File: config.mk
export PLATFORM = sky130hd
export DESIGN_NAME = pulse_width_remote_frame_decoder
export DESIGN_NICKNAME = d
export VERILOG_FILES = /design/src/rtl/pwrfd_pkg.sv /design/src/rtl/pulse_width_remote_frame_decoder.sv
export SDC_FILE = /design/constraint.sdc
export NUM_CORES = 1
export LEC_CHECK = 0
export ABC_CLOCK_PERIOD_IN_PS = 7100
export BUFFER_PORTS_ARGS = -buffer_cell sky130_fd_sc_hd__buf_2
export CAP_MARGIN = 20
export CORE_ASPECT_RATIO = 1.1
export CORE_MARGIN = 3
export CORE_UTILIZATION = 25
export CTS_CLUSTER_DIAMETER = 150
export DETAILED_ROUTE_END_ITERATION = 12
export PLACE_DENSITY = 0.47
export RECOVER_POWER = 100
export SLEW_MARGIN = 20
export SYNTH_ARGS = -nofsm -noshare
export SYNTH_HDL_FRONTEND = slang
export SYNTH_SLANG_ARGS = --single-unit
export TNS_END_PERCENT = 20
File: constraint.sdc
create_clock -name clk -period 7.1 [get_ports clk]
set_input_delay 1.42 -clock clk [delete_from_list [all_inputs] [get_ports clk]]
set_output_delay 1.42 -clock clk [all_outputs]
set_load 0.005 [all_outputs]
File: src/rtl/pwrfd_pkg.sv
// Package for the pulse-width remote frame decoder: frame geometry defaults,
// register indexes, status codes and reset values of the timing registers.
// No dependencies.
`timescale 1ns / 1ps
`default_nettype none

package pwrfd_pkg;

	// Default field split of one frame's data word
	localparam int ADDRESS_BITS_DEF = 8;
	localparam int COMMAND_BITS_DEF = 4;

	// Fixed field widths
	localparam int BIT_TIME_W  = 11;
	localparam int TOL_W       = 6;
	localparam int DURATION_W  = 16;
	localparam int CFG_DATA_W  = 11;
	localparam int CFG_INDEX_W = 1;
	localparam int STATUS_W    = 2;

	// Register indexes
	localparam logic [CFG_INDEX_W-1:0] REG_BIT_TIME  = 1'b0;
	localparam logic [CFG_INDEX_W-1:0] REG_TOLERANCE = 1'b1;

	// Status codes
	localparam logic [STATUS_W-1:0] STATUS_OK        = 2'd0;
	localparam logic [STATUS_W-1:0] STATUS_BAD_COUNT = 2'd1;
	localparam logic [STATUS_W-1:0] STATUS_MISMATCH  = 2'd2;

	// Register reset values
	localparam logic [BIT_TIME_W-1:0] BIT_TIME_RST = 11'd333;
	localparam logic [TOL_W-1:0]      TOL_RST      = 6'd25;

	// Scaled bound products: (100 -/+ tol) * T
	localparam int LO_W  = 18;
	localparam int HI_W  = 19;
	localparam int CMP_W = 24;

	localparam logic [LO_W-1:0] LO_PROD_RST = LO_W'((100 - 25) * 333);
	localparam logic [HI_W-1:0] HI_PROD_RST = HI_W'((100 + 25) * 333);

endpackage

`default_nettype wire

File: src/rtl/pulse_width_remote_frame_decoder.sv
// Top level of the pulse-width remote frame decoder: input register, frame
// checker and result register. Depends on pwrfd_pkg.
`timescale 1ns / 1ps
`default_nettype none

// One pulse (level, duration, last mark) is taken per cycle; a pulse is held in
// the input register, where it is checked against the bounds and folded into the
// frame state. The frame status is loaded into the result register when the last
// pulse leaves the input register, and the sustained rate is one pulse per cycle
// while the result side keeps up.
// The tolerance bounds are scaled products (100 -/+ tol) * T, formed on each
// configuration write and held in registers; pulses compare 100 * duration
// against them, so no division is done per pulse. A stalled result holds the
// pulse after it in the input register; further pulses are then stalled.

module pulse_width_remote_frame_decoder
	import pwrfd_pkg::*;
#(
	parameter int ADDRESS_BITS = ADDRESS_BITS_DEF,
	parameter int COMMAND_BITS = COMMAND_BITS_DEF
) (
	input  wire                     clk,
	input  wire                     arst_n,

	input  wire                     cfg_we,
	input  wire [CFG_INDEX_W-1:0]   cfg_index,
	input  wire [CFG_DATA_W-1:0]    cfg_data,

	input  wire                     pulse_valid,
	output logic                    pulse_stall,
	input  wire                     is_mark,
	input  wire [DURATION_W-1:0]    duration_us,
	input  wire                     is_last,

	output logic                    frame_valid,
	input  wire                     frame_stall,
	output logic [STATUS_W-1:0]     status,
	output logic [ADDRESS_BITS-1:0] address,
	output logic [COMMAND_BITS-1:0] command
);

	localparam int DATA_BITS    = ADDRESS_BITS + COMMAND_BITS;
	localparam int FRAME_PULSES = 2 * DATA_BITS + 2;
	localparam int COUNT_LIMIT  = FRAME_PULSES + 1;
	localparam int CNT_W        = $clog2(COUNT_LIMIT + 1);

	localparam logic [CNT_W-1:0] CNT_FRAME = CNT_W'(FRAME_PULSES);
	localparam logic [CNT_W-1:0] CNT_LIMIT = CNT_W'(COUNT_LIMIT);
	localparam logic [CNT_W-1:0] CNT_CELLS = CNT_W'(2 * DATA_BITS);
	localparam logic [CNT_W-1:0] CNT_TRAIL = CNT_W'(2 * DATA_BITS + 1);

	// ---------------- configuration ----------------
	logic [BIT_TIME_W-1:0] bit_time_q;
	logic [TOL_W-1:0]      tol_q;
	logic [LO_W-1:0]       lo_prod_q;
	logic [HI_W-1:0]       hi_prod_q;

	logic [BIT_TIME_W-1:0] bit_time_nx;
	logic [TOL_W-1:0]      tol_nx;
	logic [LO_W-1:0]       lo_prod_nx;
	logic [HI_W-1:0]       hi_prod_nx;

	always_comb begin
		bit_time_nx = bit_time_q;
		tol_nx      = tol_q;
		case (cfg_index)
			REG_BIT_TIME:  bit_time_nx = cfg_data;
			REG_TOLERANCE: tol_nx      = cfg_data[TOL_W-1:0];
			default:       ;
		endcase
		lo_prod_nx = LO_W'((7'd100 - {1'b0, tol_nx}) * {7'd0, bit_time_nx});
		hi_prod_nx = HI_W'(({2'b0, tol_nx} + 8'd100) * {8'd0, bit_time_nx});
	end

	always_ff @(posedge clk or negedge arst_n) begin
		if (!arst_n) begin
			bit_time_q <= BIT_TIME_RST;
			tol_q      <= TOL_RST;
			lo_prod_q  <= LO_PROD_RST;
			hi_prod_q  <= HI_PROD_RST;
		end else if (cfg_we) begin
			bit_time_q <= bit_time_nx;
			tol_q      <= tol_nx;
			lo_prod_q  <= lo_prod_nx;
			hi_prod_q  <= hi_prod_nx;
		end
	end

	// ---------------- input register ----------------
	logic                  valid_s1;
	logic                  mark_s1;
	logic [DURATION_W-1:0] duration_s1;
	logic                  last_s1;

	logic proceed;
	logic consume;
	logic accept;
	logic frame_valid_q;

	assign proceed     = !frame_valid_q || !frame_stall;
	assign consume     = valid_s1 && proceed;
	assign pulse_stall = valid_s1 && !proceed;
	assign accept      = pulse_valid && !pulse_stall;

	always_ff @(posedge clk or negedge arst_n) begin
		if (!arst_n) begin
			valid_s1 <= 1'b0;
		end else if (accept) begin
			valid_s1 <= 1'b1;
		end else if (consume) begin
			valid_s1 <= 1'b0;
		end
	end

	always_ff @(posedge clk) begin
		if (accept) begin
			mark_s1     <= is_mark;
			duration_s1 <= duration_us;
			last_s1     <= is_last;
		end
	end

	// ---------------- pulse check ----------------
	logic [CMP_W-1:0] dur_x100;
	logic [CMP_W-1:0] dur1_x100;
	logic [CMP_W-1:0] lo1, hi1, lo2, hi2;
	logic             above1, fits1, fits2;

	// d >= floor(P/100) <=> 100*(d+1) > P ; d <= floor(P/100) <=> 100*d <= P
	always_comb begin
		dur_x100  = CMP_W'(duration_s1) * CMP_W'(100);
		dur1_x100 = dur_x100 + CMP_W'(100);
		lo1       = CMP_W'(lo_prod_q);
		hi1       = CMP_W'(hi_prod_q);
		lo2       = lo1 << 1;
		hi2       = hi1 << 1;
		above1    = dur1_x100 > lo1;
		fits1     = above1 && (dur_x100 <= hi1);
		fits2     = (dur1_x100 > lo2) && (dur_x100 <= hi2);
	end

	// ---------------- frame state ----------------
	logic [CNT_W-1:0]     count_q;
	logic [DATA_BITS-1:0] data_q;
	logic [1:0]           pend_q;
	logic                 mism_q;

	logic [CNT_W-1:0]     count_nx;
	logic [DATA_BITS-1:0] data_nx;
	logic [1:0]           pend_nx;
	logic                 mism_nx;
	logic                 cell_bit;
	logic [STATUS_W-1:0]  status_nx;

	always_comb begin
		count_nx = count_q;
		data_nx  = data_q;
		pend_nx  = pend_q;
		mism_nx  = mism_q;
		cell_bit = 1'b0;

		if (count_q == '0) begin
			// start mark
			if (!mark_s1 || !fits1)
				mism_nx = 1'b1;
		end else if (count_q <= CNT_CELLS) begin
			if (count_q[0]) begin
				// space of a bit cell: record which lengths it matched
				pend_nx = 2'b00;
				if (mark_s1)
					mism_nx = 1'b1;
				else
					pend_nx = {fits2, fits1};
			end else begin
				// mark closing the cell; long space + short mark wins ties
				if (mark_s1 && pend_q[1] && fits1)
					cell_bit = 1'b1;
				else if (!(mark_s1 && pend_q[0] && fits2))
					mism_nx = 1'b1;
				data_nx = {data_q[DATA_BITS-2:0], cell_bit};
				pend_nx = 2'b00;
			end
		end else if (count_q == CNT_TRAIL) begin
			// trailing space, open above
			if (mark_s1 || !above1)
				mism_nx = 1'b1;
		end

		if (count_q < CNT_LIMIT)
			count_nx = count_q + CNT_W'(1);

		if (count_nx != CNT_FRAME)
			status_nx = STATUS_BAD_COUNT;
		else if (mism_nx)
			status_nx = STATUS_MISMATCH;
		else
			status_nx = STATUS_OK;
	end

	always_ff @(posedge clk or negedge arst_n) begin
		if (!arst_n) begin
			count_q <= '0;
			data_q  <= '0;
			pend_q  <= 2'b00;
			mism_q  <= 1'b0;
		end else if (consume) begin
			if (last_s1) begin
				count_q <= '0;
				data_q  <= '0;
				pend_q  <= 2'b00;
				mism_q  <= 1'b0;
			end else begin
				count_q <= count_nx;
				data_q  <= data_nx;
				pend_q  <= pend_nx;
				mism_q  <= mism_nx;
			end
		end
	end

	// ---------------- result register ----------------
	logic [STATUS_W-1:0]     status_q;
	logic [ADDRESS_BITS-1:0] address_q;
	logic [COMMAND_BITS-1:0] command_q;

	always_ff @(posedge clk or negedge arst_n) begin
		if (!arst_n) begin
			frame_valid_q <= 1'b0;
		end else if (consume && last_s1) begin
			frame_valid_q <= 1'b1;
		end else if (!frame_stall) begin
			frame_valid_q <= 1'b0;
		end
	end

	always_ff @(posedge clk) begin
		if (consume && last_s1) begin
			status_q <= status_nx;
			if (status_nx == STATUS_OK) begin
				address_q <= data_nx[DATA_BITS-1:COMMAND_BITS];
				command_q <= data_nx[COMMAND_BITS-1:0];
			end else begin
				address_q <= '0;
				command_q <= '0;
			end
		end
	end

	assign frame_valid = frame_valid_q;
	assign status      = status_q;
	assign address     = address_q;
	assign command     = command_q;

`ifndef NO_ASSERTIONS
	a_stall_needs_item: assert property (@(posedge clk) disable iff (!arst_n)
		pulse_stall |-> valid_s1)
		else $error("pulse stalled with empty input register");

	a_count_saturates: assert property (@(posedge clk) disable iff (!arst_n)
		count_q <= CNT_LIMIT)
		else $error("pulse count beyond its limit");

	a_pend_clear_between_cells: assert property (@(posedge clk) disable iff (!arst_n)
		(count_q[0] || count_q == '0) |-> pend_q == 2'b00)
		else $error("space class left over outside a bit cell");

	a_clear_after_last: assert property (@(posedge clk) disable iff (!arst_n)
		(consume && last_s1) |=> (count_q == '0 && frame_valid_q))
		else $error("frame state not cleared or result missing after last pulse");

	a_fail_zero_payload: assert property (@(posedge clk) disable iff (!arst_n)
		(frame_valid_q && status_q != STATUS_OK) |-> (address_q == '0 && command_q == '0))
		else $error("failed frame carries address or command bits");
`endif

endmodule

`default_nettype wire

==> results.yml <==
outcome:
  status: "complete, but fails checks"
  violations: "capacitance limit, slew limit"
min_path:
  holdPathEnd: "pend_q[0]$_DFFE_PN0P_"
  hold_path.class: "flip-flop to flip-flop"
  hold_path_depth: 2
  worstHoldStart: "pend_q[0]$_DFFE_PN0P_"
sta:
  max_freq_mhz: 151
  period_needed_ns: 6.64
  rsz0062_at_grt: "false"
  finalSetupViolCount: 0
  maxSlewViolCount: 112
  maxSlewHeadroom_pct: -191
  finClkSkew_ns: 0.0174
  post-route-period-util_pct: 93.6
  worst_slew_pin_slew_ns: 4.37
  hold_violations: 0
  worst_slack_ns: 0.457
  fin_hold_ws_ns: 0.487
  fin_tns_setup_ns: 0
worst_setup_path:
  worstReg2RegStart: "duration_s1[2]$_DFFE_PP_"
  crit_slowest_cell: "a2111oi_0"
  crit_top_cell: "ha_1"
  reg2regPathDepth: 19
  start_kind: "flip-flop"
  worstPathRequired_ns: 7.23
  critPathTopFamily: "compound AO/OA/AOI/OAI gates"
  r2r_slack_ns: 0.46
  critPathBufInv: 0
  reg2reg_to: "command[2]$_SDFFCE_PP0P_"
  critical_path_class: "flip-flop to flip-flop"
  worstPathCellList: "ha_1 -> ha_1 -> fa_1 -> ha_1 -> o21a_1 -> a2111o_1 -> nand4_2 -> nand4_2 -> or3_1 -> nor3_1 -> xnor2_1 -> ha_1 -> a2111oi_0 -> nand2_1 -> a2111oi_0 -> nor3_1 -> o2111ai_2 -> o41a_2 -> a221oi_1"
  crit_arrival_ns: 6.78
  critical_path_depth: 19
  cp_max_fo: 14
  slowest_delay_ns: 0.57
  cp-end-kind: "flip-flop"
pwr:
  power_mw: 7.60
  switchingPower_mw: 3.85
  p_leak_nw: 7.27
  p_clk_share_pct: 7.3
  pwr-share-comb_pct: 81.1
  ir_drop_mv: 0.290
  power_density_nw_per_um2: 509
  p_int_mw: 3.76
  p_sw_share_pct: 50.6
  pwr-share-seq_pct: 11.6
clock_tree:
  cts.sinks: 107
  clkTransAtPathRegs_ns: 0.09
  cts_tree: "done"
  cts_root_buf: "clkbuf_16"
  post_cts_buffers: 0
  cts_hold_buffers: 0
  cts.path.max_buffers: 2
  clk_latency_ns: 0.39
  cts_resized: 0
  htreeDepth: 3
  numCtsBuffers: 9
routing:
  drc: 0
  detail_route.wl_per_cell_um: 14.9
  vias: 10400
  post_drt_via_cell_ratio: 4.62
  dr.pass1.iters: 5
  postRouteAntennaNets: 0
  drt_iter0_markers: 468
  routed_wl_mm: 33.5
die:
  row_count: 88
  die_area_um2: 56600
  coreArea_um2: 52900
  num_io_pins: 51
  die_h_um: 249
  die_w_um: 227
  start_util_pct: 25.4
yosys:
  synth-simple-area-share_pct: 14.9
  synth_top_family_by_area: "adder cells"
  synth_area_per_cell_um2: 8.90
  yosysSeqAreaShare_pct: 21.3
  synth-xor-area-share_pct: 3.83
  synth_ff_type: "dfrtp_1"
  yosysWarnings: 0
  post_synth_num_cell_types: 77
  synthTopCellsByArea: "ha_1 (19%), fa_1 (16%), dfrtp_1 (9.9%)"
  synth_top_area_share_pct: 19.5
  synth_area_um2: 13400
  ys_ff_latch: 107
  synth_edf_count: 32
  synth_fa_ha_area_share_pct: 35.9
  synthArstFlopShare_pct: 70.1
  synth.most_common_cell: "inv_1"
  syn_inst: 1510
  synth_fp_nets: 1864
  yosys-mux-area-fraction_pct: 2.36
  yosys-top-cells-count: "inv_1 (245), ha_1 (209), nor2_1 (142)"
  synth_compound_area_share_pct: 13.5
  synth_top_area_cell: "ha_1"
cells_and_area:
  finalNetCount: 1924
  fin_util_pct: 28.3
  fillers: 5712
  diodes: 0
  drive_above_1_share_pct: 9.14
  fin_cells: 2250
  area_growth_pct: 11.2
  fin_area_um2: 14900
placed_design:
  dp.cells: 2234
  hpwl_mm: 27.1
  portBuffers: 50
  pre_cts_ws_ns: 0.115
  dpl_cell_area_um2: 14700
  gp_congestion: 0.834
grt:
  first_global_vias: 10800
  grt_max_degree: 76
  antenna_found_initial: 0
  grt_overflow_total: 0
  grt_usage_pct: 12.3
  grt_pass1_wl_mm: 55.9
flow_run:
  cap_violations: 2
[kinds of logic (layout without fill, tap and decap cells)]
logic type | after synthesis | in the layout
fa+ha+maj | 319 | 319
mux | 30 | 30
buf+inv | 292 | 357
xor+xnor | 57 | 57
compound gates | 276 | 276
simple gates | 429 | 429
flops | 107 | 107
[placed cells by master (no fill, tap or decap), types with 22 or more instances in the layout]
master / netlist / final
nand2_1: 138 / 138
a21o_1: 30 / 30
a21oi_1: 80 / 80
buf_4: 0 / 41
xor2_1: 25 / 25
ha_1: 209 / 209
xnor2_1: 30 / 30
inv_1: 245 / 245
buf_2: 3 / 33
dfstp_2: 22 / 22
fa_1: 110 / 110
nor2_1: 142 / 142
o21ai_0: 64 / 64
dfrtp_1: 53 / 53
edfxtp_1: 32 / 32
nor2b_1: 27 / 27
[worst max path at each step]
| stage | startpoint | to | slack (ns) |
|---|---|---|---|
| after global routing | cfg_index | hi_prod_q[15]$_DFFE_PN1P_ | 0.05 |
| after detailed placement | cfg_index | lo_prod_q[16]$_DFFE_PN0P_ | 0.11 |
| after floorplan | cfg_index | lo_prod_q[16]$_DFFE_PN0P_ | 0.02 |
| after global placement | cfg_index | lo_prod_q[16]$_DFFE_PN0P_ | 0.23 |
| final | duration_s1[2]$_DFFE_PP_ | command[2]$_SDFFCE_PP0P_ | 0.46 |
| after CTS | duration_s1[2]$_DFFE_PP_ | address[1]$_SDFFCE_PP0P_ | 0.45 |
[layout make-up]
class,count,area [µm²],area share (%)
Clock inverter,7,88.8,0.595
Timing Repair Buffer,93,544,3.64
Clock buffer,9,225,1.51
Tap cell,675,845,5.65
Inverter,248,931,6.23
Sequential cell,107,2870,19.2
Multi-Input combinational cell,1111,9440,63.2
[layer usage]
metal / global-route usage, % / part of all wire (%) / up-vias
met5: 0 / 0 / -
met4: 3.05 / 1.7 / 0
met3: 2.45 / 3.3 / 30
met2: 21.6 / 49 / 135
met1: 15.4 / 46 / 5077
li1: - / - / 5164
[power groups by stage]
| stage | logic (mW) | clock network [mW] | registers (mW) |
|---|---|---|---|
| 2_1_floorplan | 4.78 | 0 | 0.873 |
| 3_3_place_gp | 6.16 | 0 | 0.889 |
| 3_5_place_dp | 6.21 | 0 | 0.891 |
| 4_1_cts | 6.28 | 0.585 | 0.879 |
| 5_1_grt | 7.18 | 0.607 | 0.896 |
| 6_report | 6.17 | 0.558 | 0.879 |
[worst reg2reg max path, stage by stage, from the launching register on]
cell,delay (ns)
edfxtp_1,0.53
ha_1,0.33
ha_1,0.31
fa_1,0.46
ha_1,0.38
o21a_1,0.24
a2111o_1,0.43
nand4_2,0.15
nand4_2,0.12
or3_1,0.43
nor3_1,0.35
xnor2_1,0.17
ha_1,0.28
a2111oi_0,0.51
nand2_1,0.13
a2111oi_0,0.57
nor3_1,0.21
o2111ai_2,0.25
o41a_2,0.36
a221oi_1,0.16
[flip-flops by register name, indices dropped and copies added, names as in the netlist]
signal / flops
hi_prod_q: 18
tol_q: 6
mark_s1: 1
data_q: 12
frame_valid: 1
valid_s1: 1
mism_q: 1
bit_time_q: 11
status: 2
address: 8
count_q: 5
command: 4
pend_q: 2
duration_s1: 16
lo_prod_q: 18
last_s1: 1
Power figures use the tool's default switching activity.
